$ cat src/hw/rtl/source_byte_tokenizer_defines.svh
// Assertion macros shared by the tokenizer RTL.
// Depends on nothing; included by the top level of the tokenizer.
`ifndef SOURCE_BYTE_TOKENIZER_DEFINES_SVH
`define SOURCE_BYTE_TOKENIZER_DEFINES_SVH

// Same-cycle implication, disabled while reset is asserted.
`define SBT_ASSERT_IMP(label, clk, rst_n, ante, cons, msg) \
	label: assert property (@(posedge clk) disable iff (!rst_n) (ante) |-> (cons)) \
		else $error(msg);

// Next-cycle implication, disabled while reset is asserted.
`define SBT_ASSERT_NEXT(label, clk, rst_n, ante, cons, msg) \
	label: assert property (@(posedge clk) disable iff (!rst_n) (ante) |=> (cons)) \
		else $error(msg);

`endif

$ cat src/hw/rtl/sbt_pkg.sv
// Types, constants and helper functions of the source byte tokenizer.
// Depends on nothing; used by every tokenizer module.
package sbt_pkg;

	localparam int CNT_W = 16;

	localparam int Q_DEPTH = 4;
	localparam int Q_IDX_W = $clog2(Q_DEPTH);
	localparam int Q_CNT_W = $clog2(Q_DEPTH + 1);

	localparam int R_DEPTH = 4;
	localparam int R_IDX_W = $clog2(R_DEPTH);
	localparam int R_CNT_W = $clog2(R_DEPTH + 1);

	localparam logic CMD_BYTE = 1'b0;
	localparam logic CMD_END  = 1'b1;

	localparam logic [4:0] KIND_EOF     = 5'd0;
	localparam logic [4:0] KIND_NEWLINE = 5'd1;
	localparam logic [4:0] KIND_IDENT   = 5'd2;
	localparam logic [4:0] KIND_CONST   = 5'd3;
	localparam logic [4:0] KIND_VAR     = 5'd4;
	localparam logic [4:0] KIND_AUTO    = 5'd5;
	localparam logic [4:0] KIND_INT     = 5'd6;
	localparam logic [4:0] KIND_FLOAT   = 5'd7;
	localparam logic [4:0] KIND_PUNCT0  = 5'd8;
	localparam logic [4:0] KIND_SEMI    = 5'd17;
	localparam logic [4:0] KIND_BADCHAR = 5'd19;
	localparam logic [4:0] KIND_BADNUM  = 5'd20;
	localparam logic [4:0] KIND_NONE    = 5'd31;

	localparam logic [7:0] BYTE_TAB   = 8'h09;
	localparam logic [7:0] BYTE_LF    = 8'h0A;
	localparam logic [7:0] BYTE_CR    = 8'h0D;
	localparam logic [7:0] BYTE_SPACE = 8'h20;
	localparam logic [7:0] BYTE_DOT   = 8'h2E;
	localparam logic [7:0] BYTE_US    = 8'h5F;

	localparam int PUNCT_N = 11;
	localparam logic [7:0] PUNCT_CHARS [PUNCT_N] = '{
		8'h28, 8'h29, 8'h7B, 8'h7D, 8'h2B, 8'h2D, 8'h2A, 8'h2F, 8'h3D, 8'h3B, 8'h3A
	};

	// Keywords packed with their first character in the low byte.
	localparam logic [39:0] KW_CONST = 40'h74_73_6E_6F_63;
	localparam logic [39:0] KW_VAR   = 40'h00_00_72_61_76;
	localparam logic [39:0] KW_AUTO  = 40'h00_6F_74_75_61;
	localparam logic [39:0] KW_INT   = 40'h00_00_74_6E_69;
	localparam logic [39:0] KW_FLOAT = 40'h74_61_6F_6C_66;

	typedef struct packed {
		logic       cmd;
		logic [7:0] byte_value;
	} src_word_t;

	typedef struct packed {
		logic [4:0]  token_kind;
		logic [15:0] first_line;
		logic [15:0] start_column;
		logic [15:0] byte_length;
		logic        errors_seen;
		logic        last_of_run;
	} tok_word_t;

	typedef struct packed {
		logic       cmd;
		logic [7:0] byte_value;
		logic       blank;
		logic       lf;
		logic       cr;
		logic       alpha;
		logic       digit;
		logic       dot;
		logic       cont;
		logic       punct;
		logic [4:0] punct_kind;
		logic [1:0] lead_cnt;
	} cls_word_t;

	typedef struct packed {
		logic      v0;
		logic      v1;
		tok_word_t w0;
		tok_word_t w1;
	} res_wr_t;

	function automatic logic [CNT_W-1:0] sat_inc(input logic [CNT_W-1:0] v);
		return (&v) ? v : v + CNT_W'(1);
	endfunction

	function automatic logic [15:0] clamp16(input logic [CNT_W-1:0] v);
		if (v > CNT_W'(32'h0000_FFFF))
			return 16'hFFFF;
		return 16'(v);
	endfunction

endpackage

$ cat src/hw/rtl/sbt_front.sv
// Front end of the tokenizer: classifies each incoming source word.
// Depends on sbt_pkg.
module sbt_front (
	input  sbt_pkg::src_word_t source,
	output sbt_pkg::cls_word_t cls
);
	import sbt_pkg::*;

	logic [7:0] b;

	assign b = source.byte_value;

	always_comb begin
		cls = '0;
		cls.cmd = source.cmd;
		cls.byte_value = b;
		cls.blank = (b == BYTE_SPACE) || (b == BYTE_TAB);
		cls.lf = (b == BYTE_LF);
		cls.cr = (b == BYTE_CR);
		cls.alpha = (b >= 8'h61 && b <= 8'h7A) || (b >= 8'h41 && b <= 8'h5A) || (b == BYTE_US);
		cls.digit = (b >= 8'h30 && b <= 8'h39);
		cls.dot = (b == BYTE_DOT);
		cls.cont = (b[7:6] == 2'b10);
		for (int i = 0; i < PUNCT_N; i++) begin
			if (b == PUNCT_CHARS[i]) begin
				cls.punct = 1'b1;
				cls.punct_kind = KIND_PUNCT0 + 5'(i);
			end
		end
		priority if (b[7:5] == 3'b110) begin
			cls.lead_cnt = 2'd1;
		end else if (b[7:4] == 4'b1110) begin
			cls.lead_cnt = 2'd2;
		end else if (b[7:3] == 5'b11110) begin
			cls.lead_cnt = 2'd3;
		end else begin
			cls.lead_cnt = 2'd0;
		end
	end

endmodule

$ cat src/hw/rtl/sbt_queue.sv
// Short queue of classified words between the front and back ends.
// Depends on sbt_pkg.
module sbt_queue (
	input  logic               clk,
	input  logic               arst_n,
	input  logic               push,
	output logic               full,
	input  sbt_pkg::cls_word_t wr_data,
	output logic               valid,
	input  logic               pop,
	output sbt_pkg::cls_word_t rd_data
);
	import sbt_pkg::*;

	cls_word_t          mem_q [Q_DEPTH];
	logic [Q_IDX_W-1:0] wp_q;
	logic [Q_IDX_W-1:0] rp_q;
	logic [Q_CNT_W-1:0] cnt_q;
	logic               push_ok;
	logic               pop_ok;

	assign full = (cnt_q == Q_CNT_W'(Q_DEPTH));
	assign valid = (cnt_q != '0);
	assign push_ok = push && !full;
	assign pop_ok = pop && valid;
	assign rd_data = mem_q[rp_q];

	always_ff @(posedge clk) begin
		if (push_ok) begin
			mem_q[wp_q] <= wr_data;
		end
	end

	always_ff @(posedge clk or negedge arst_n) begin
		if (!arst_n) begin
			wp_q <= '0;
			rp_q <= '0;
			cnt_q <= '0;
		end else begin
			if (push_ok) begin
				wp_q <= wp_q + Q_IDX_W'(1);
			end
			if (pop_ok) begin
				rp_q <= rp_q + Q_IDX_W'(1);
			end
			cnt_q <= cnt_q + Q_CNT_W'(push_ok) - Q_CNT_W'(pop_ok);
		end
	end

endmodule

$ cat src/hw/rtl/sbt_back.sv
// Back end of the tokenizer: scanner state, token building and repeat filtering.
// Depends on sbt_pkg; feeds the result queue with up to two words per cycle.
module sbt_back (
	input  logic               clk,
	input  logic               arst_n,
	input  logic               q_valid,
	input  sbt_pkg::cls_word_t c,
	output logic               q_pop,
	input  logic               room,
	output sbt_pkg::res_wr_t   res_wr
);
	import sbt_pkg::*;

	typedef enum logic [2:0] {
		PH_IDLE,
		PH_IDENT,
		PH_INT,
		PH_DOT,
		PH_FRAC,
		PH_CR
	} phase_t;

	phase_t           phase_q, n_phase;
	logic [CNT_W-1:0] line_q, n_line;
	logic [CNT_W-1:0] col_q, n_col;
	logic [CNT_W-1:0] tl_q, n_tl;
	logic [CNT_W-1:0] tc_q, n_tc;
	logic [CNT_W-1:0] len_q, n_len;
	logic [39:0]      kb_q, n_kb;
	logic [1:0]       swallow_q, n_swallow;
	logic [4:0]       last_q, n_last;
	logic             err_q, n_err;

	logic             take;
	logic             grow;
	logic             a_v, a_keep, a_iserr;
	logic [4:0]       a_k;
	logic [CNT_W-1:0] a_len;
	logic             b_v, b_keep, b_iserr, b_err, b_eof;
	logic [4:0]       b_k;
	logic [CNT_W-1:0] b_len;
	logic [4:0]       last1;
	tok_word_t        tok_a, tok_b;

	function automatic logic [4:0] flush_kind(input phase_t ph, input logic [CNT_W-1:0] len,
			input logic [39:0] kb);
		logic [4:0] k;
		k = KIND_NONE;
		unique case (ph)
			PH_IDENT: begin
				priority if (len == CNT_W'(5) && kb == KW_CONST) begin
					k = KIND_CONST;
				end else if (len == CNT_W'(3) && kb == KW_VAR) begin
					k = KIND_VAR;
				end else if (len == CNT_W'(4) && kb == KW_AUTO) begin
					k = KIND_AUTO;
				end else if (len == CNT_W'(3) && kb == KW_INT) begin
					k = KIND_AUTO;
				end else if (len == CNT_W'(5) && kb == KW_FLOAT) begin
					k = KIND_AUTO;
				end else begin
					k = KIND_IDENT;
				end
			end
			PH_INT: k = KIND_INT;
			PH_DOT: k = KIND_BADNUM;
			PH_FRAC: k = KIND_FLOAT;
			PH_CR: k = KIND_NEWLINE;
			default: k = KIND_NONE;
		endcase
		return k;
	endfunction

	assign take = q_valid && room;
	assign q_pop = take;

	always_comb begin
		unique case (phase_q)
			PH_IDENT: grow = c.alpha || c.digit || c.cont;
			PH_INT: grow = c.digit || c.dot;
			PH_DOT, PH_FRAC: grow = c.digit;
			default: grow = 1'b0;
		endcase
	end

	always_comb begin
		n_phase = phase_q;
		n_line = line_q;
		n_col = col_q;
		n_tl = tl_q;
		n_tc = tc_q;
		n_len = len_q;
		n_kb = kb_q;
		n_swallow = swallow_q;
		a_v = 1'b0;
		a_k = flush_kind(phase_q, len_q, kb_q);
		a_len = len_q;
		b_v = 1'b0;
		b_k = KIND_BADCHAR;
		b_len = CNT_W'(1);
		b_eof = 1'b0;

		if (take) begin
			if (c.cmd == CMD_END) begin
				a_v = (phase_q != PH_IDLE);
				b_v = 1'b1;
				b_k = KIND_EOF;
				b_len = '0;
				b_eof = 1'b1;
			end else if (swallow_q != 2'd0) begin
				n_swallow = swallow_q - 2'd1;
			end else if (grow) begin
				for (int i = 0; i < 5; i++) begin
					if (len_q == CNT_W'(i)) begin
						n_kb[8*i +: 8] = c.byte_value;
					end
				end
				n_len = sat_inc(len_q);
				n_col = sat_inc(col_q);
				if (phase_q == PH_INT) begin
					n_phase = c.dot ? PH_DOT : PH_INT;
				end else if (phase_q == PH_DOT) begin
					n_phase = PH_FRAC;
				end
			end else if (phase_q == PH_CR && c.lf) begin
				a_v = 1'b1;
				a_k = KIND_NEWLINE;
				a_len = CNT_W'(2);
				n_phase = PH_IDLE;
			end else begin
				a_v = (phase_q != PH_IDLE);
				n_phase = PH_IDLE;
				priority if (c.blank) begin
					n_col = sat_inc(col_q);
				end else if (c.lf) begin
					b_v = 1'b1;
					b_k = KIND_NEWLINE;
					n_line = sat_inc(line_q);
					n_col = CNT_W'(1);
				end else if (c.cr) begin
					n_tl = line_q;
					n_tc = col_q;
					n_len = CNT_W'(1);
					n_kb = '0;
					n_line = sat_inc(line_q);
					n_col = CNT_W'(1);
					n_phase = PH_CR;
				end else if (c.alpha) begin
					n_tl = line_q;
					n_tc = col_q;
					n_len = CNT_W'(1);
					n_kb = {32'd0, c.byte_value};
					n_col = sat_inc(col_q);
					n_phase = PH_IDENT;
				end else if (c.digit) begin
					n_tl = line_q;
					n_tc = col_q;
					n_len = CNT_W'(1);
					n_kb = '0;
					n_col = sat_inc(col_q);
					n_phase = PH_INT;
				end else if (c.punct) begin
					b_v = 1'b1;
					b_k = c.punct_kind;
					n_col = sat_inc(col_q);
				end else begin
					b_v = 1'b1;
					b_k = KIND_BADCHAR;
					n_col = sat_inc(col_q);
					n_swallow = c.lead_cnt;
				end
			end
		end

		// A newline or semicolon that repeats the last kept token other than an error token is dropped.
		a_iserr = (a_k == KIND_BADCHAR) || (a_k == KIND_BADNUM);
		a_keep = a_v && !(((a_k == KIND_NEWLINE) || (a_k == KIND_SEMI)) && (a_k == last_q));
		last1 = (a_keep && !a_iserr) ? a_k : last_q;
		b_iserr = (b_k == KIND_BADCHAR) || (b_k == KIND_BADNUM);
		b_keep = b_v && !(((b_k == KIND_NEWLINE) || (b_k == KIND_SEMI)) && (b_k == last1));
		n_last = (b_keep && !b_iserr && !b_eof) ? b_k : last1;
		n_err = err_q || (a_keep && a_iserr) || (b_keep && b_iserr);
		b_err = b_eof && (err_q || (a_keep && a_iserr));

		if (b_eof) begin
			n_phase = PH_IDLE;
			n_line = CNT_W'(1);
			n_col = CNT_W'(1);
			n_tl = CNT_W'(1);
			n_tc = CNT_W'(1);
			n_len = '0;
			n_kb = '0;
			n_swallow = 2'd0;
			n_last = KIND_NONE;
			n_err = 1'b0;
		end
	end

	always_comb begin
		tok_a.token_kind = a_k;
		tok_a.first_line = clamp16(tl_q);
		tok_a.start_column = clamp16(tc_q);
		tok_a.byte_length = clamp16(a_len);
		tok_a.errors_seen = 1'b0;
		tok_a.last_of_run = !b_keep;

		tok_b.token_kind = b_k;
		tok_b.first_line = clamp16(line_q);
		tok_b.start_column = clamp16(col_q);
		tok_b.byte_length = clamp16(b_len);
		tok_b.errors_seen = b_err;
		tok_b.last_of_run = 1'b1;

		if (a_keep) begin
			res_wr.v0 = 1'b1;
			res_wr.v1 = b_keep;
			res_wr.w0 = tok_a;
			res_wr.w1 = tok_b;
		end else begin
			res_wr.v0 = b_keep;
			res_wr.v1 = 1'b0;
			res_wr.w0 = tok_b;
			res_wr.w1 = tok_b;
		end
	end

	always_ff @(posedge clk or negedge arst_n) begin
		if (!arst_n) begin
			phase_q <= PH_IDLE;
			line_q <= CNT_W'(1);
			col_q <= CNT_W'(1);
			tl_q <= CNT_W'(1);
			tc_q <= CNT_W'(1);
			len_q <= '0;
			kb_q <= '0;
			swallow_q <= 2'd0;
			last_q <= KIND_NONE;
			err_q <= 1'b0;
		end else begin
			phase_q <= n_phase;
			line_q <= n_line;
			col_q <= n_col;
			tl_q <= n_tl;
			tc_q <= n_tc;
			len_q <= n_len;
			kb_q <= n_kb;
			swallow_q <= n_swallow;
			last_q <= n_last;
			err_q <= n_err;
		end
	end

endmodule

$ cat src/hw/rtl/sbt_out_fifo.sv
// Result queue: takes up to two tokens per cycle, hands out one per pop.
// Depends on sbt_pkg.
module sbt_out_fifo (
	input  logic               clk,
	input  logic               arst_n,
	input  sbt_pkg::res_wr_t   res_wr,
	output logic               room,
	output logic               empty,
	input  logic               pop,
	output sbt_pkg::tok_word_t token
);
	import sbt_pkg::*;

	tok_word_t          mem_q [R_DEPTH];
	logic [R_IDX_W-1:0] wp_q;
	logic [R_IDX_W-1:0] rp_q;
	logic [R_CNT_W-1:0] cnt_q;
	logic [R_IDX_W-1:0] wp_next;
	logic               pop_ok;

	assign room = (cnt_q <= R_CNT_W'(R_DEPTH - 2));
	assign empty = (cnt_q == '0);
	assign pop_ok = pop && !empty;
	assign token = mem_q[rp_q];
	assign wp_next = wp_q + R_IDX_W'(1);

	always_ff @(posedge clk) begin
		if (res_wr.v0) begin
			mem_q[wp_q] <= res_wr.w0;
		end
		if (res_wr.v1) begin
			mem_q[wp_next] <= res_wr.w1;
		end
	end

	always_ff @(posedge clk or negedge arst_n) begin
		if (!arst_n) begin
			wp_q <= '0;
			rp_q <= '0;
			cnt_q <= '0;
		end else begin
			wp_q <= wp_q + R_IDX_W'(res_wr.v0) + R_IDX_W'(res_wr.v1);
			if (pop_ok) begin
				rp_q <= rp_q + R_IDX_W'(1);
			end
			cnt_q <= cnt_q + R_CNT_W'(res_wr.v0) + R_CNT_W'(res_wr.v1) - R_CNT_W'(pop_ok);
		end
	end

endmodule

$ cat src/hw/rtl/source_byte_tokenizer.sv
// Source byte tokenizer, top level: front classifier, word queue, scanner, result queue.
// Depends on sbt_pkg, sbt_front, sbt_queue, sbt_back, sbt_out_fifo and the defines header.
//
//   Channel   Handshake          Word
//   source    push / full        src_word_t (cmd, byte_value)
//   token     pop / empty        tok_word_t (kind, line, column, length, errors, last)
//
// One word is accepted per cycle while full is low; a result passes through the word queue and
// then the result queue, both registered, before it is on the token ports.
// The scanner takes one word per cycle while the result queue has two free slots, so a
// word that yields two tokens costs two pops at the output.
// Reset is asynchronous and active low; it empties both queues and restarts the source.
// A stall on the token side fills the result queue, then the word queue, then raises full.
`include "source_byte_tokenizer_defines.svh"

module source_byte_tokenizer (
	input  logic               clk,
	input  logic               arst_n,
	input  logic               push,
	output logic               full,
	input  sbt_pkg::src_word_t source,
	output logic               empty,
	input  logic               pop,
	output sbt_pkg::tok_word_t token
);
	import sbt_pkg::*;

	cls_word_t cls_in;
	cls_word_t cls_out;
	logic      q_valid;
	logic      q_pop;
	logic      room;
	res_wr_t   res_wr;

	sbt_front u_front (
		.source (source),
		.cls    (cls_in)
	);

	sbt_queue u_queue (
		.clk     (clk),
		.arst_n  (arst_n),
		.push    (push),
		.full    (full),
		.wr_data (cls_in),
		.valid   (q_valid),
		.pop     (q_pop),
		.rd_data (cls_out)
	);

	sbt_back u_back (
		.clk     (clk),
		.arst_n  (arst_n),
		.q_valid (q_valid),
		.c       (cls_out),
		.q_pop   (q_pop),
		.room    (room),
		.res_wr  (res_wr)
	);

	sbt_out_fifo u_out (
		.clk    (clk),
		.arst_n (arst_n),
		.res_wr (res_wr),
		.room   (room),
		.empty  (empty),
		.pop    (pop),
		.token  (token)
	);

	`SBT_ASSERT_IMP(a_pair_order, clk, arst_n, res_wr.v1, res_wr.v0, "second token without first")
	`SBT_ASSERT_IMP(a_pair_last, clk, arst_n, res_wr.v1, !res_wr.w0.last_of_run && res_wr.w1.last_of_run, "last_of_run misplaced in token pair")
	`SBT_ASSERT_IMP(a_eof_shape, clk, arst_n, !empty && token.token_kind == KIND_EOF, token.byte_length == 16'd0 && token.last_of_run, "eof token malformed")
	`SBT_ASSERT_IMP(a_err_flag, clk, arst_n, !empty && token.token_kind != KIND_EOF, !token.errors_seen, "error flag on a non-eof token")
	`SBT_ASSERT_NEXT(a_no_overrun, clk, arst_n, q_pop, !(u_out.cnt_q > R_CNT_W'(R_DEPTH)), "result queue overrun")

endmodule

$ cat config.mk
export PLATFORM = sky130hd
export DESIGN_NAME = source_byte_tokenizer
export DESIGN_NICKNAME = d
export VERILOG_FILES = /design/src/hw/rtl/sbt_pkg.sv /design/src/hw/rtl/sbt_front.sv /design/src/hw/rtl/sbt_queue.sv /design/src/hw/rtl/sbt_back.sv /design/src/hw/rtl/sbt_out_fifo.sv /design/src/hw/rtl/source_byte_tokenizer.sv
export VERILOG_INCLUDE_DIRS = /design/src /design/src/hw/rtl
export SDC_FILE = /design/constraint.sdc
export NUM_CORES = 1
export LEC_CHECK = 0
export BUFFER_PORTS_ARGS = -buffer_cell sky130_fd_sc_hd__buf_4
export CAP_MARGIN = 20
export CORE_MARGIN = 1
export CORE_UTILIZATION = 47
export CTS_CLUSTER_DIAMETER = 40
export DETAILED_ROUTE_END_ITERATION = 6
export PLACE_DENSITY = 0.65
export SLEW_MARGIN = 10
export SYNTH_ARGS = -nofsm -noshare
export SYNTH_HDL_FRONTEND = slang
export SYNTH_SLANG_ARGS = --single-unit
export TNS_END_PERCENT = 10
$ cat constraint.sdc
create_clock -name clk -period 6.9 [get_ports clk]
set_input_delay 1.38 -clock clk [delete_from_list [all_inputs] [get_ports clk]]
set_output_delay 1.38 -clock clk [all_outputs]
set_load 0.01 [all_outputs]
Word-level counts from Yosys, hierarchy flattened
Memories as Yosys holds them, arrays and structs flattened.
Index checks and enable logic that the tools add are counted.
{"block": "op_classes", "add_sub_neg": 15, "magnitude_cmp": 13, "n_eq_ne": 71, "mux": 186, "n_reduce_logical": 67}
{"operator": "16-bit two-way mux", "n": 72}
{"operator": "40-bit two-way mux", "n": 11}
{"operator": "5-bit two-way mux", "n": 23}
{"operator": "112-bit two-way mux", "n": 1}
{"operator": "16-bit greater-than comparator (second input constant)", "n": 6}
{"operator": "8-bit by 6-bit == test with 1-bit output (second input constant)", "n": 11}
{"operator": "40-bit by 23-bit == test with 1-bit output (second input constant)", "n": 2}
{"operator": "40-bit by 39-bit == test with 1-bit output (second input constant)", "n": 2}
{"operator": "6-bit two-way mux", "n": 11}
{"operator": "8-bit AND reduction", "n": 7}
{"operator": "16-bit by 1-bit adder with 16-bit output (second input constant)", "n": 3}
{"operator": "16-bit AND reduction", "n": 3}
{"operator": "40-bit by 31-bit == test with 1-bit output (second input constant)", "n": 1}
{"operator": "8-bit two-way mux", "n": 5}
{"operator": "3-bit two-way mux", "n": 13}
{"operator": "5-bit == test (second input constant)", "n": 7}
{"operator": "3-bit != test (second input constant)", "n": 11}
{"operator": "16-bit by 2-bit == test with 1-bit output (second input constant)", "n": 2}
{"operator": "16-bit by 3-bit == test with 1-bit output (second input constant)", "n": 2}
{"operator": "1-bit two-way mux", "n": 32}
{"operator": "2-bit two-way mux", "n": 16}
{"operator": "5-bit one-hot mux with 5 select lines", "n": 1}
{"operator": "8-bit by 4-bit == test with 1-bit output (second input constant)", "n": 3}
{"operator": "8-bit by 7-bit == test with 1-bit output (second input constant)", "n": 3}
{"operator": "36 further kinds", "n": 104}
{"block": "totals", "reg_bits": 145, "ram_bits": 316, "in_bits": 13, "out_inout_bits": 57, "elab_cells": 374, "n_memories": 2}
{"memory": "u_out.mem_q", "words": 4, "word_bits": 55, "rd": 1, "rd_ports_with_merged_regs": 0, "wr": 2, "line": "sbt_out_fifo.sv:14", "text": "tok_word_t mem_q [R_DEPTH];"}
{"memory": "u_queue.mem_q", "words": 4, "word_bits": 24, "rd": 1, "rd_ports_with_merged_regs": 0, "wr": 1, "line": "sbt_queue.sv:15", "text": "cls_word_t mem_q [Q_DEPTH];"}

Longest topological paths before layout
Gate-level depths: netlist (run 1).
{"block": "depth", "depth_word": 29, "depth_mapped": 20, "depth_no_buf": 17}

By module
Synthesis (run 1) repeated with hierarchy kept, for this count alone.
{"block": "hier_totals", "hier_cells": 1789, "area_unflattened_um2": 23216.0}
{"module": "sbt_out_fifo", "n_inst": 1, "cells_each": 569, "area_per_inst_um2": 11008.1, "seq_area_each_um2": 6781.5}
{"module": "sbt_back", "n_inst": 1, "cells_each": 978, "area_per_inst_um2": 7702.4, "seq_area_each_um2": 3289.4}
{"module": "sbt_queue", "n_inst": 1, "cells_each": 166, "area_per_inst_um2": 3973.8, "seq_area_each_um2": 3057.9}
{"module": "sbt_front", "n_inst": 1, "cells_each": 76, "area_per_inst_um2": 531.8, "seq_area_each_um2": 0.0}

Least setup slack after synthesis (run 1)
No wires, ideal clock.
{"block": "synth_path", "kind": "reg2reg", "from": "register u_back.len_q[1]", "to": "memory u_out.mem_q[1][10] (netlist bit) (enable)", "setup_time_ps": 546, "arrival_ps": 7055, "slack_ps": -701, "path_stages_with_launch": 15, "path_buffers": 1, "synth_period_minus_slack_ps": 7601, "cell_sequence": "dfrtp_1 inv_1 ha_1 and4b_1 nand4_1 nand3b_1 or4_4 nand3_1 a21boi_2 or4_4 a211o_1 nand3_2 buf_6 nand2_2 a211oi_1"}
{"element": "from (decl)", "line": "sbt_back.sv:28", "text": "logic [CNT_W-1:0] len_q, n_len;"}
{"element": "from (signal assigned)", "line": "sbt_back.sv:245", "text": "len_q <= n_len;"}
{"element": "to (decl)", "line": "sbt_out_fifo.sv:14"}

Worst setup path after layout (run 1)
{"block": "layout_path", "from": "register u_queue.rp_q[0]", "to": "register u_out.cnt_q[2]"}
{"block": "layout_between", "elab_chain_cells": 23, "word_cells_on_any_way": 61, "classes_between": "add/sub: 3; eq/ne: 8; mux: 34; reduce/logical: 15; memory: 1"}
{"element": "from (decl)", "line": "sbt_queue.sv:17", "text": "logic [Q_IDX_W-1:0] rp_q;"}
{"element": "from (signal assigned)", "line": "sbt_queue.sv:44", "text": "rp_q <= rp_q + Q_IDX_W'(1);"}
{"element": "memory 4 x 24 bit (*)"}
{"element": "1-bit logical OR (2 in series)", "line": "sbt_back.sv:79", "text": "PH_IDENT: grow = c.alpha || c.digit || c.cont;"}
{"element": "1-bit one-hot mux with 3 select lines", "line": "sbt_back.sv:78", "text": "unique case (phase_q)"}
{"element": "5-bit two-way mux", "line": "sbt_back.sv:112", "text": "end else if (grow) begin"}
{"element": "5-bit two-way mux", "line": "sbt_back.sv:110", "text": "end else if (swallow_q != 2'd0) begin"}
{"element": "5-bit two-way mux", "line": "sbt_back.sv:104", "text": "if (c.cmd == CMD_END) begin"}
{"element": "5-bit two-way mux", "line": "sbt_back.sv:103", "text": "if (take) begin"}
{"element": "5-bit by 1-bit == test with 1-bit output / 5-bit == test (equally long branches)", "line": "sbt_back.sv:177", "text": "a_keep = a_v && !(((a_k == KIND_NEWLINE) || (a_k == KIND_SEMI)) && (a_k == last_q));"}
{"element": "[... 6 more ...]"}
{"element": "5-bit == test", "line": "sbt_back.sv:180", "text": "b_keep = b_v && !(((b_k == KIND_NEWLINE) || (b_k == KIND_SEMI)) && (b_k == last1));"}
{"element": "1-bit logical AND", "line": "sbt_back.sv:180"}
{"element": "1-bit zero test", "line": "sbt_back.sv:180"}
{"element": "1-bit logical AND", "line": "sbt_back.sv:180"}
{"element": "112-bit two-way mux (*)", "line": "sbt_back.sv:214", "text": "if (a_keep) begin"}
{"element": "3-bit by 1-bit adder with 3-bit output", "line": "sbt_out_fifo.sv:46", "text": "cnt_q <= cnt_q + R_CNT_W'(res_wr.v0) + R_CNT_W'(res_wr.v1) - R_CNT_W'(pop_ok);"}
{"element": "3-bit by 1-bit adder with 3-bit output (*)", "line": "sbt_out_fifo.sv:46"}
{"element": "3-bit by 1-bit subtractor with 3-bit output (*)", "line": "sbt_out_fifo.sv:46"}
{"element": "to (signal assigned)", "line": "sbt_out_fifo.sv:46"}
{"element": "to (decl)", "line": "sbt_out_fifo.sv:17", "text": "logic [R_CNT_W-1:0] cnt_q;"}
Every way passes the cells marked *; elsewhere a longest branch is shown, timed or not.
A chain may end at the register's enable or synchronous reset.

==> results of run 1 <==
final cells by class:
type	count	area share
inverter	27	0.00403
tap	600	0.0299
clock inverter	40	0.0195
timing repair buffer	102	0.0305
clock buffer	83	0.0728
multi-input combinational	1029	0.322
sequential	461	0.521
layer usage:
metal	routed length, um	track usage	vias up
met3	2810	0.0383	96
met1	21700	0.302	7004
met4	1290	0.0739	0
li1	-	-	6340
met5	0	0	-
met2	23700	0.347	446
kinds of logic (layout without fill, tap and decap cells):
| logic type | Yosys count | count (layout) | share of synthesized area |
|---|---|---|---|
| flops | 461 | 461 | 0.600 |
| xor+xnor | 44 | 44 | 0.0177 |
| compound gates | 320 | 320 | 0.108 |
| buf+inv | 150 | 252 | 0.0306 |
| mux | 132 | 132 | 0.108 |
| simple gates | 513 | 513 | 0.122 |
| fa+ha+maj | 20 | 20 | 0.0129 |
metrics by stage:
stage	std cells	setup slack, ns	setup TNS (ns)	total power, mW
global placement	2218	1.47	0	9.34
CTS	2341	1.29	0	13.0
detailed placement	2218	1.31	0	9.45
finish	2342	1.34	0	12.8
global route	2342	0.914	0	13.5
floorplan	1640	-0.701	-123.46	7.79
worst max-delay path by stage:
stage	start	end	slack [ns]	depth (start not counted)
2_1_floorplan	u_back.len_q[1]	u_out.mem_q[1][10]	-0.70	14
3_3_place_gp	u_queue.rp_q[0]	u_out.cnt_q[2]	1.47	16
3_5_place_dp	u_queue.rp_q[0]	u_out.cnt_q[2]	1.31	16
4_1_cts	u_queue.rp_q[0]	u_out.cnt_q[2]	1.29	16
5_1_grt	u_queue.rp_q[0]	u_out.cnt_q[2]	0.91	16
6_report	u_queue.rp_q[0]	u_out.cnt_q[2]	1.34	16
power groups by stage:
stage | sequential [mW] | combinational, mW | clock (mW)
after floorplan | 4.45 | 3.34 | 0
after global placement | 4.63 | 4.71 | 0
after detailed placement | 4.68 | 4.77 | 0
after CTS | 4.63 | 4.78 | 3.55
after global routing | 4.73 | 5.15 | 3.67
final | 4.62 | 4.74 | 3.49
synth_stat cells (9+ instances only):
library cell / number
edfxtp_1: 312
nand2_1: 149
dfrtp_1: 136
a22o_1: 128
nor2_1: 119
clkbuf_1: 81
mux4_2: 79
o21ai_0: 69
and2_1: 64
mux2_2: 42
a21oi_1: 41
nand3_1: 31
xor2_1: 31
inv_1: 25
nand4_1: 23
nor3_1: 22
and3_1: 18
ha_1: 16
buf_1: 15
buf_2: 14
xnor2_1: 13
mux2i_1: 11
or3_1: 11
buf_6: 10
dfstp_2: 9
nor4_1: 9
worst max-delay path, cell delays in order, from the launching register on:
cell      delay, ns
dfrtp_1        0.69
buf_4          0.35
mux4_2         0.59
o21ai_2        0.21
nand4_4        0.21
nor3_2         0.23
o211ai_2       0.41
a211oi_2       0.49
a311oi_1       0.17
a31oi_1        0.22
nand3_2        0.10
nor2_2         0.55
ha_1           0.24
inv_1          0.05
fa_1           0.38
fa_1           0.39
xnor2_1        0.14
sequential cells by signal (all words and copies together), names as in the netlist, 3 cells and up:
register	cells
u_back.col_q	16
u_back.last_q	5
u_back.tl_q	16
u_back.line_q	16
u_back.phase_q	3
u_queue.cnt_q	3
u_back.tc_q	16
u_queue.mem_q	96
u_out.mem_q	220
u_back.len_q	16
u_back.kb_q	40
u_out.cnt_q	3
==> flow_summary.ini, run 1 <==
[run_status]
status = complete, but fails checks
violations = design-rule violations

[cells_and_area]
layout_commonest_cell = edfxtp_1
regArea_um2 = 13100
multi_input_area_um2 = 8110
layout-drive-gt1-share = 0.223
mostFrequentLayoutCells = 312 x edfxtp_1, 148 x nand2_1, 134 x dfrtp_1, 128 x a22o_1, 115 x nor2_1
num-fill-cells = 3590
final_design_area_no_fill_um2 = 25100
n_antenna_cell = 0
syn2layout_area_growth_pct = 15.3
fin_util = 0.552
nNetsFinal = 1721

[min_path]
whs_endpoint = u_back.kb_q[23]
hold_path_depth = 1
worstHoldPathType = register to register
min_from = u_back.kb_q[23]

[yosys]
syn_nets = 1673
synthTopCellsByArea = edfxtp_1 43%, dfrtp_1 16%, mux4_2 8.2%, a22o_1 5.1%, nand2_1 2.6%
synth_largest_area_cell = edfxtp_1
synthArstFlopShare = 0.315
synth-seq-cells = 461
synth-main-ff-cell = edfxtp_1
syn_area_per_cell_um2 = 13.3
syn_area_um2 = 21800
synth_top_area_share = 0.430
ys_warn_count = 0
synth_edf_count = 312
synth_cells = 1640
yosysSeqAreaShare = 0.600
synth_cell_types = 91

[clocking]
cts_made_buffers = 67
cts_sinks = 461
path_clk_slew_ns = 0.06
cts_setup_buffers = 0
cts_tree = yes
ctsResizeCount = 0
cts-root-buf = clkbuf_16
clkLatencyLatePin_ns = 0.59
htreeDepth = 3
clk_path_buf_depth = 3
ctsHoldBuffers = 0

[flow_run]
drv_cap = 0

[critical_path]
r2r_cells = 16
rr_endpoint = u_out.cnt_q[2]
critPathMaxFanout = 20
r2r_start = u_queue.rp_q[0]
arrival_ns = 6.03
required_ns = 7.36
end_kind = register
ff2ff_setup_slack_ns = 1.34
path_class = register to register
startpoint_type = register

[drt]
ant_nets = 0
vias_per_cell = 5.93
vias = 13900
wl_mm = 49.4
drc_errors = 1
drt_iter0_drc = 993
drt_first_pass_iters = 7
wire_per_inst_um = 21.1

[pwr]
power.density_nw_per_um2 = 511
p_switching_mw = 4.70
comb_power_share = 0.369
leakagePower_nw = 9.38
intPower_mw = 8.14
p_seq_frac = 0.360
peakVddDrop_mv = 0.375
p_clk_frac = 0.272
swShare = 0.366

[sta]
max_freq_mhz = 180
setup_violations = 0
skew_ns = 0.0258
holdWs_ns = 0.498
period_minus_slack_ns = 5.56
drv_slew = 0
slew_headroom = 0.264
rsz0062_at_grt = false
worst_slew_pin_slew_ns = 1.10
hold_violations = 0
finalCritPeriodShare = 0.806

[die]
rows = 78
dieArea_um2 = 47200
initial_utilization = 0.478
die_x_um = 217
dieHeight_um = 217
core_um2 = 45600
ios = 70

[place]
hpwl_mm = 30.8
port_buffers = 69
placed_cell_area_um2 = 22800
place.gp.congestion = 0.868

[global_route]
grt_pass1_wl_mm = 79.7
grtUsageTotal = 0.218
grt_max_degree = 59
antenna_found_initial = 0
overflow = 0
grt_pass1_vias = 14000
No activity file was read; power rests on OpenSTA's default activity.
==> run 2: changes to the inputs <==
--- a/config.mk
+++ b/config.mk
@@ -12,7 +12,6 @@
 export CORE_UTILIZATION = 47
 export CTS_CLUSTER_DIAMETER = 40
 export DETAILED_ROUTE_END_ITERATION = 6
-export PLACE_DENSITY = 0.65
 export SLEW_MARGIN = 10
 export SYNTH_ARGS = -nofsm -noshare
 export SYNTH_HDL_FRONTEND = slang
==> constraint.sdc (replaced) <==
create_clock -name clk -period 5.81 [get_ports clk]
set_input_delay 1.162 -clock clk [delete_from_list [all_inputs] [get_ports clk]]
set_output_delay 1.162 -clock clk [all_outputs]
set_load 0.01 [all_outputs]
==> flow_summary.ini, run 2 (synthesis results as in run 1) <==
[sta]
rsz0062_at_grt = false
tns_ns = 0
drv_slew = 0
skew_ns = 0.0269
hold_violations = 0
setup_violations = 0
setup_ws_ns = 0.905
worst_slew_pin_slew_ns = 1.03
max_freq_mhz = 204
slew_headroom = 0.308
period_minus_slack_ns = 4.91
finalCritPeriodShare = 0.844

[critical_path]
required_ns = 6.02
r2r_cells = 13
r2r_start = u_queue.rp_q[0]
slowest_delay_ns = 0.69
crit_path_start = u_queue.rp_q[0]
critPathMaxFanout = 31
crit_chain = mux4_2 > a211oi_2 > and3_1 > nand2_1 > o211a_1 > nor2_1 > a21oi_1 > a211o_1 > nand3_2 > buf_4 > nand2_2 > a211oi_4 > buf_4
rr_endpoint = u_out.mem_q[1][30]
ff2ff_setup_slack_ns = 0.90
arrival_ns = 5.12
cp_slowest_cell = mux4_2
end_kind = register
path_class = register to register
cpMostUsedCell = buf_4
startpoint_type = register

[global_route]
grt_pass1_wl_mm = 81.8
grtUsageTotal = 0.226
grt_busiest_layer = met2
overflow = 0
grt_max_degree = 71
use_met1 = 0.318
grt_use_met3 = 0.0389
grt_pass1_vias = 14000
grt_util_met2 = 0.360
antenna_found_initial = 0

[clocking]
htreeDepth = 3
clk_path_buf_depth = 3
clkLatencyLatePin_ns = 0.59
ctsResizeCount = 0
path_clk_slew_ns = 0.05
cts_tree = yes
cts-root-buf = clkbuf_16
cts_setup_buffers = 0
cts_sinks = 461
ctsHoldBuffers = 0
cts_made_buffers = 66

[die]
dieHeight_um = 217
rows = 78
initial_utilization = 0.478
ios = 70
core_um2 = 45600
dieArea_um2 = 47200
die_x_um = 217

[drt]
drt_first_pass_iters = 5
vias = 14000
drt_iter0_drc = 1139
wire_per_inst_um = 22.0
wl_mm = 51.8
drc_errors = 0
vias_per_cell = 5.93
ant_nets = 0

[cells_and_area]
final_design_area_no_fill_um2 = 25300
layout_commonest_cell = edfxtp_1
n_antenna_cell = 0
largest_register_ffs = 220
top_regs = u_out.mem_q: 220 flops, u_queue.mem_q: 96 flops, u_back.kb_q: 40 flops
layout-drive-gt1-share = 0.231
largest_register = u_out.mem_q
nNetsFinal = 1735
num-fill-cells = 3721
mostFrequentLayoutCells = 312 x edfxtp_1, 147 x nand2_1, 134 x dfrtp_1, 128 x a22o_1, 115 x nor2_1
syn2layout_area_growth_pct = 15.9

[pwr]
leakagePower_nw = 9.47
power.density_nw_per_um2 = 610
peakVddDrop_mv = 0.358
power_mw = 15.4

[run_status]
status = finished, final reports clean

[place]
post-place-ws_ns = 0.961
port_buffers = 69
hpwl_mm = 31.4
placed_cell_area_um2 = 22900
place.gp.congestion = 0.861

[flow_run]
drv_cap = 0

[min_path]
worstHoldPathType = input port to asynchronous set/reset pin
[run 2: report_power, final]
group          total (mW)  internal, mW  switching, mW
Combinational        5.93          2.32           3.61
Sequential           5.43          4.85          0.579
Clock                4.06          2.54           1.53
Total                15.4          9.71           5.71
[run 2: area by class of cell]
type,instances,area (um2),share of cell area
sequential,461,13100,0.518
multi-input combinational,1029,8110,0.321
timing repair buffer,117,943,0.0373
clock inverter,48,549,0.0217
tap,600,751,0.0297
clock buffer,74,1720,0.0682
inverter,27,101,0.00401
[run 2: per-layer routing]
| metal | vias to the layer above | wire (um) |
|---|---|---|
| met4 | 0 | 1090 |
| li1 | 6383 | - |
| met1 | 7093 | 23400 |
| met2 | 408 | 24700 |
| met5 | - | 0 |
| met3 | 89 | 2620 |
[run 2: critical path, delay by kind of cell (launching register included)]
kind | cells | cell delay [ns]
mux | 1 | 0.69
flops | 1 | 0.58
compound gates | 5 | 1.40
simple gates | 5 | 1.07
buf+inv | 2 | 0.79
[run 2: worst max path at each step]
stage / end / cells past startpoint
after CTS: u_out.mem_q[1][30] / 13
after detailed placement: u_out.mem_q[1][44] / 13
after global routing: u_out.mem_q[3][38] / 13
after global placement: u_out.mem_q[0][46] / 12
after floorplan: u_out.mem_q[1][10] / 14
final: u_out.mem_q[1][30] / 13
[run 2: per-stage QoR]
step,util,hold WS [ns],instances
2_1_floorplan,-,0.473,1640
3_5_place_dp,0.503,0.488,2231
4_1_cts,0.553,0.381,2353
3_3_place_gp,0.503,0.483,2229
5_1_grt,0.554,0.384,2356
6_report,0.554,0.408,2356
==> run 3: changes to the inputs <==
--- a/config.mk
+++ b/config.mk
@@ -12,6 +12,7 @@
 export CORE_UTILIZATION = 47
 export CTS_CLUSTER_DIAMETER = 40
 export DETAILED_ROUTE_END_ITERATION = 6
+export PLACE_DENSITY = 0.65
 export SLEW_MARGIN = 10
 export SYNTH_ARGS = -nofsm -noshare
 export SYNTH_HDL_FRONTEND = slang
==> constraint.sdc (replaced) <==
create_clock -name clk -period 4 [get_ports clk]
set_input_delay 0.8 -clock clk [delete_from_list [all_inputs] [get_ports clk]]
set_output_delay 0.8 -clock clk [all_outputs]
set_load 0.01 [all_outputs]
==> flow_summary.ini, run 3 (synthesis results as in run 1) <==
[drt]
ant_nets = 0
drt_first_pass_iters = 5
vias_per_cell = 5.87
drt_iter0_drc = 1061
vias = 14400
wl_mm = 53.2
drc_errors = 0
wire_per_inst_um = 21.6

[cells_and_area]
stdcell_count = 2461
largest_register = u_out.mem_q
layout-drive-gt1-share = 0.286
top_regs = u_out.mem_q: 220 flops, u_queue.mem_q: 96 flops, u_back.kb_q: 40 flops
n_antenna_cell = 0
layout_commonest_cell = edfxtp_1
fin_util = 0.585
multi_input_area_um2 = 8250
mostFrequentLayoutCells = 312 x edfxtp_1, 186 x buf_4, 148 x nand2_1, 133 x dfrtp_1, 128 x a22o_1
syn2layout_area_growth_pct = 22.2
largest_register_ffs = 220
regArea_um2 = 13100
nNetsFinal = 1837
num-fill-cells = 3551

[sta]
holdWs_ns = 0.310
skew_ns = 0.0284
slew_headroom = 0.247
rsz0062_at_grt = true
hold_violations = 0
setup_ws_ns = -0.0731
max_freq_mhz = 246
finalCritPeriodShare = 1.02
setup_violations = 48
worst_slew_pin_slew_ns = 1.13
period_minus_slack_ns = 4.07
drv_slew = 0

[critical_path]
end_kind = register
r2r_start = u_back.kb_q[33]
startpoint_type = register
r2r_cells = 15
arrival_ns = 4.35
rr_endpoint = u_out.mem_q[3][16]
required_ns = 4.28
ff2ff_setup_slack_ns = -0.07
critPathMaxFanout = 8
path_class = register to register

[global_route]
grtUsageTotal = 0.231
overflow = 0
antenna_found_initial = 0
grt_pass1_wl_mm = 84.2
grt_pass1_vias = 14800
grt_max_degree = 85

[place]
hpwl_mm = 33.2
placedCellCount = 2313
port_buffers = 69
place.gp.congestion = 0.881

[flow_run]
drv_cap = 0

[clocking]
clk_path_buf_depth = 3
cts_made_buffers = 69
htreeDepth = 3
cts-root-buf = clkbuf_16
cts_tree = yes
cts_sinks = 461
path_clk_slew_ns = 0.06
clkLatencyLatePin_ns = 0.59

[pwr]
comb_power_share = 0.412
p_seq_frac = 0.324
peakVddDrop_mv = 0.574
p_clk_frac = 0.263
power.density_nw_per_um2 = 908
leakagePower_nw = 10.2
power_mw = 24.2
intPower_mw = 15.5
swShare = 0.359
p_switching_mw = 8.70

[run_status]
violations = negative setup slack
status = complete, but fails checks

[min_path]
worstHoldPathType = input port to asynchronous set/reset pin

[die]
die_x_um = 217
rows = 78
dieHeight_um = 217
ios = 70
core_um2 = 45600
dieArea_um2 = 47200
initial_utilization = 0.478
## run 3: cell count changes in the layout (fill, tap and decap cells not counted), sizes merged
cell      before  now
bufinv         8   10
buf          117  214
inv           40   37
clkbuf        74   88
clkinvlp       7    9
clkinv        20   13
## run 3: what timing repair did
item	4_1_cts	5_1_grt
gates resized for setup	16	23
endpoints found under the setup margin	108	357
gates cloned	3	2
hold buffers	0	0
setup buffers	10	6
pin swaps	6	6
## run 3: cell type report
type	count	area share
tap	600	0.0282
clock buffer	86	0.0722
sequential	461	0.492
timing repair buffer	216	0.0741
multi-input combinational	1029	0.310
inverter	27	0.00380
clock inverter	42	0.0206
## run 3: layer usage
| metal | track usage | up-vias | part of all wire |
|---|---|---|---|
| li1 | - | 6589 | - |
| met1 | 0.323 | 7284 | 0.44 |
| met2 | 0.368 | 484 | 0.48 |
| met4 | 0.0723 | 0 | 0.022 |
| met3 | 0.0428 | 91 | 0.059 |
| met5 | 0 | - | 0 |
## run 3: worst max-delay path, cell delays in order, from the launching register on
cell	delay [ns]
dfrtp_1	0.40
nor4_4	0.34
nand4_1	0.15
nand3b_1	0.20
or4_4	0.53
nand3_4	0.09
a21boi_4	0.06
or4_4	0.52
a211o_1	0.31
nand3_4	0.12
buf_6	0.13
nand2_8	0.05
buf_8	0.14
a211oi_4	0.37
buf_6	0.20
buf_12	0.15
## run 3: worst max-delay path by stage
stage	endpoint	depth (start not counted)	from	slack [ns]
after detailed placement	u_out.cnt_q[2]	17	u_back.len_q[1]	-0.15
final	u_out.mem_q[3][16]	15	u_back.kb_q[33]	-0.07
after CTS	u_out.cnt_q[1]	14	u_back.kb_q[39]	-0.09
after floorplan	u_out.mem_q[1][10]	14	u_back.len_q[1]	-0.83
after global routing	u_out.mem_q[3][48]	18	u_back.len_q[1]	-0.19
after global placement	u_out.cnt_q[2]	17	u_back.len_q[1]	-0.14
## run 3: through the flow
step / setup slack (ns) / instance area, um2 / setup TNS (ns)
after floorplan: -0.829 / 21900 / -116.95
after global placement: -0.138 / 23800 / -8.66
after detailed placement: -0.147 / 23800 / -8.78
after CTS: -0.0903 / 26500 / -0.924
after global routing: -0.185 / 26600 / -10.27
final: -0.0731 / 26600 / -2.43
## run 3: power by group through the flow
stage	Sequential (mW)	Clock [mW]	Combinational [mW]
after CTS	7.85	6.45	9.83
after detailed placement	7.93	0	9.45
after global placement	7.83	0	9.29
after global routing	8.02	6.67	10.7
final	7.85	6.37	9.98
after floorplan	7.52	0	5.90
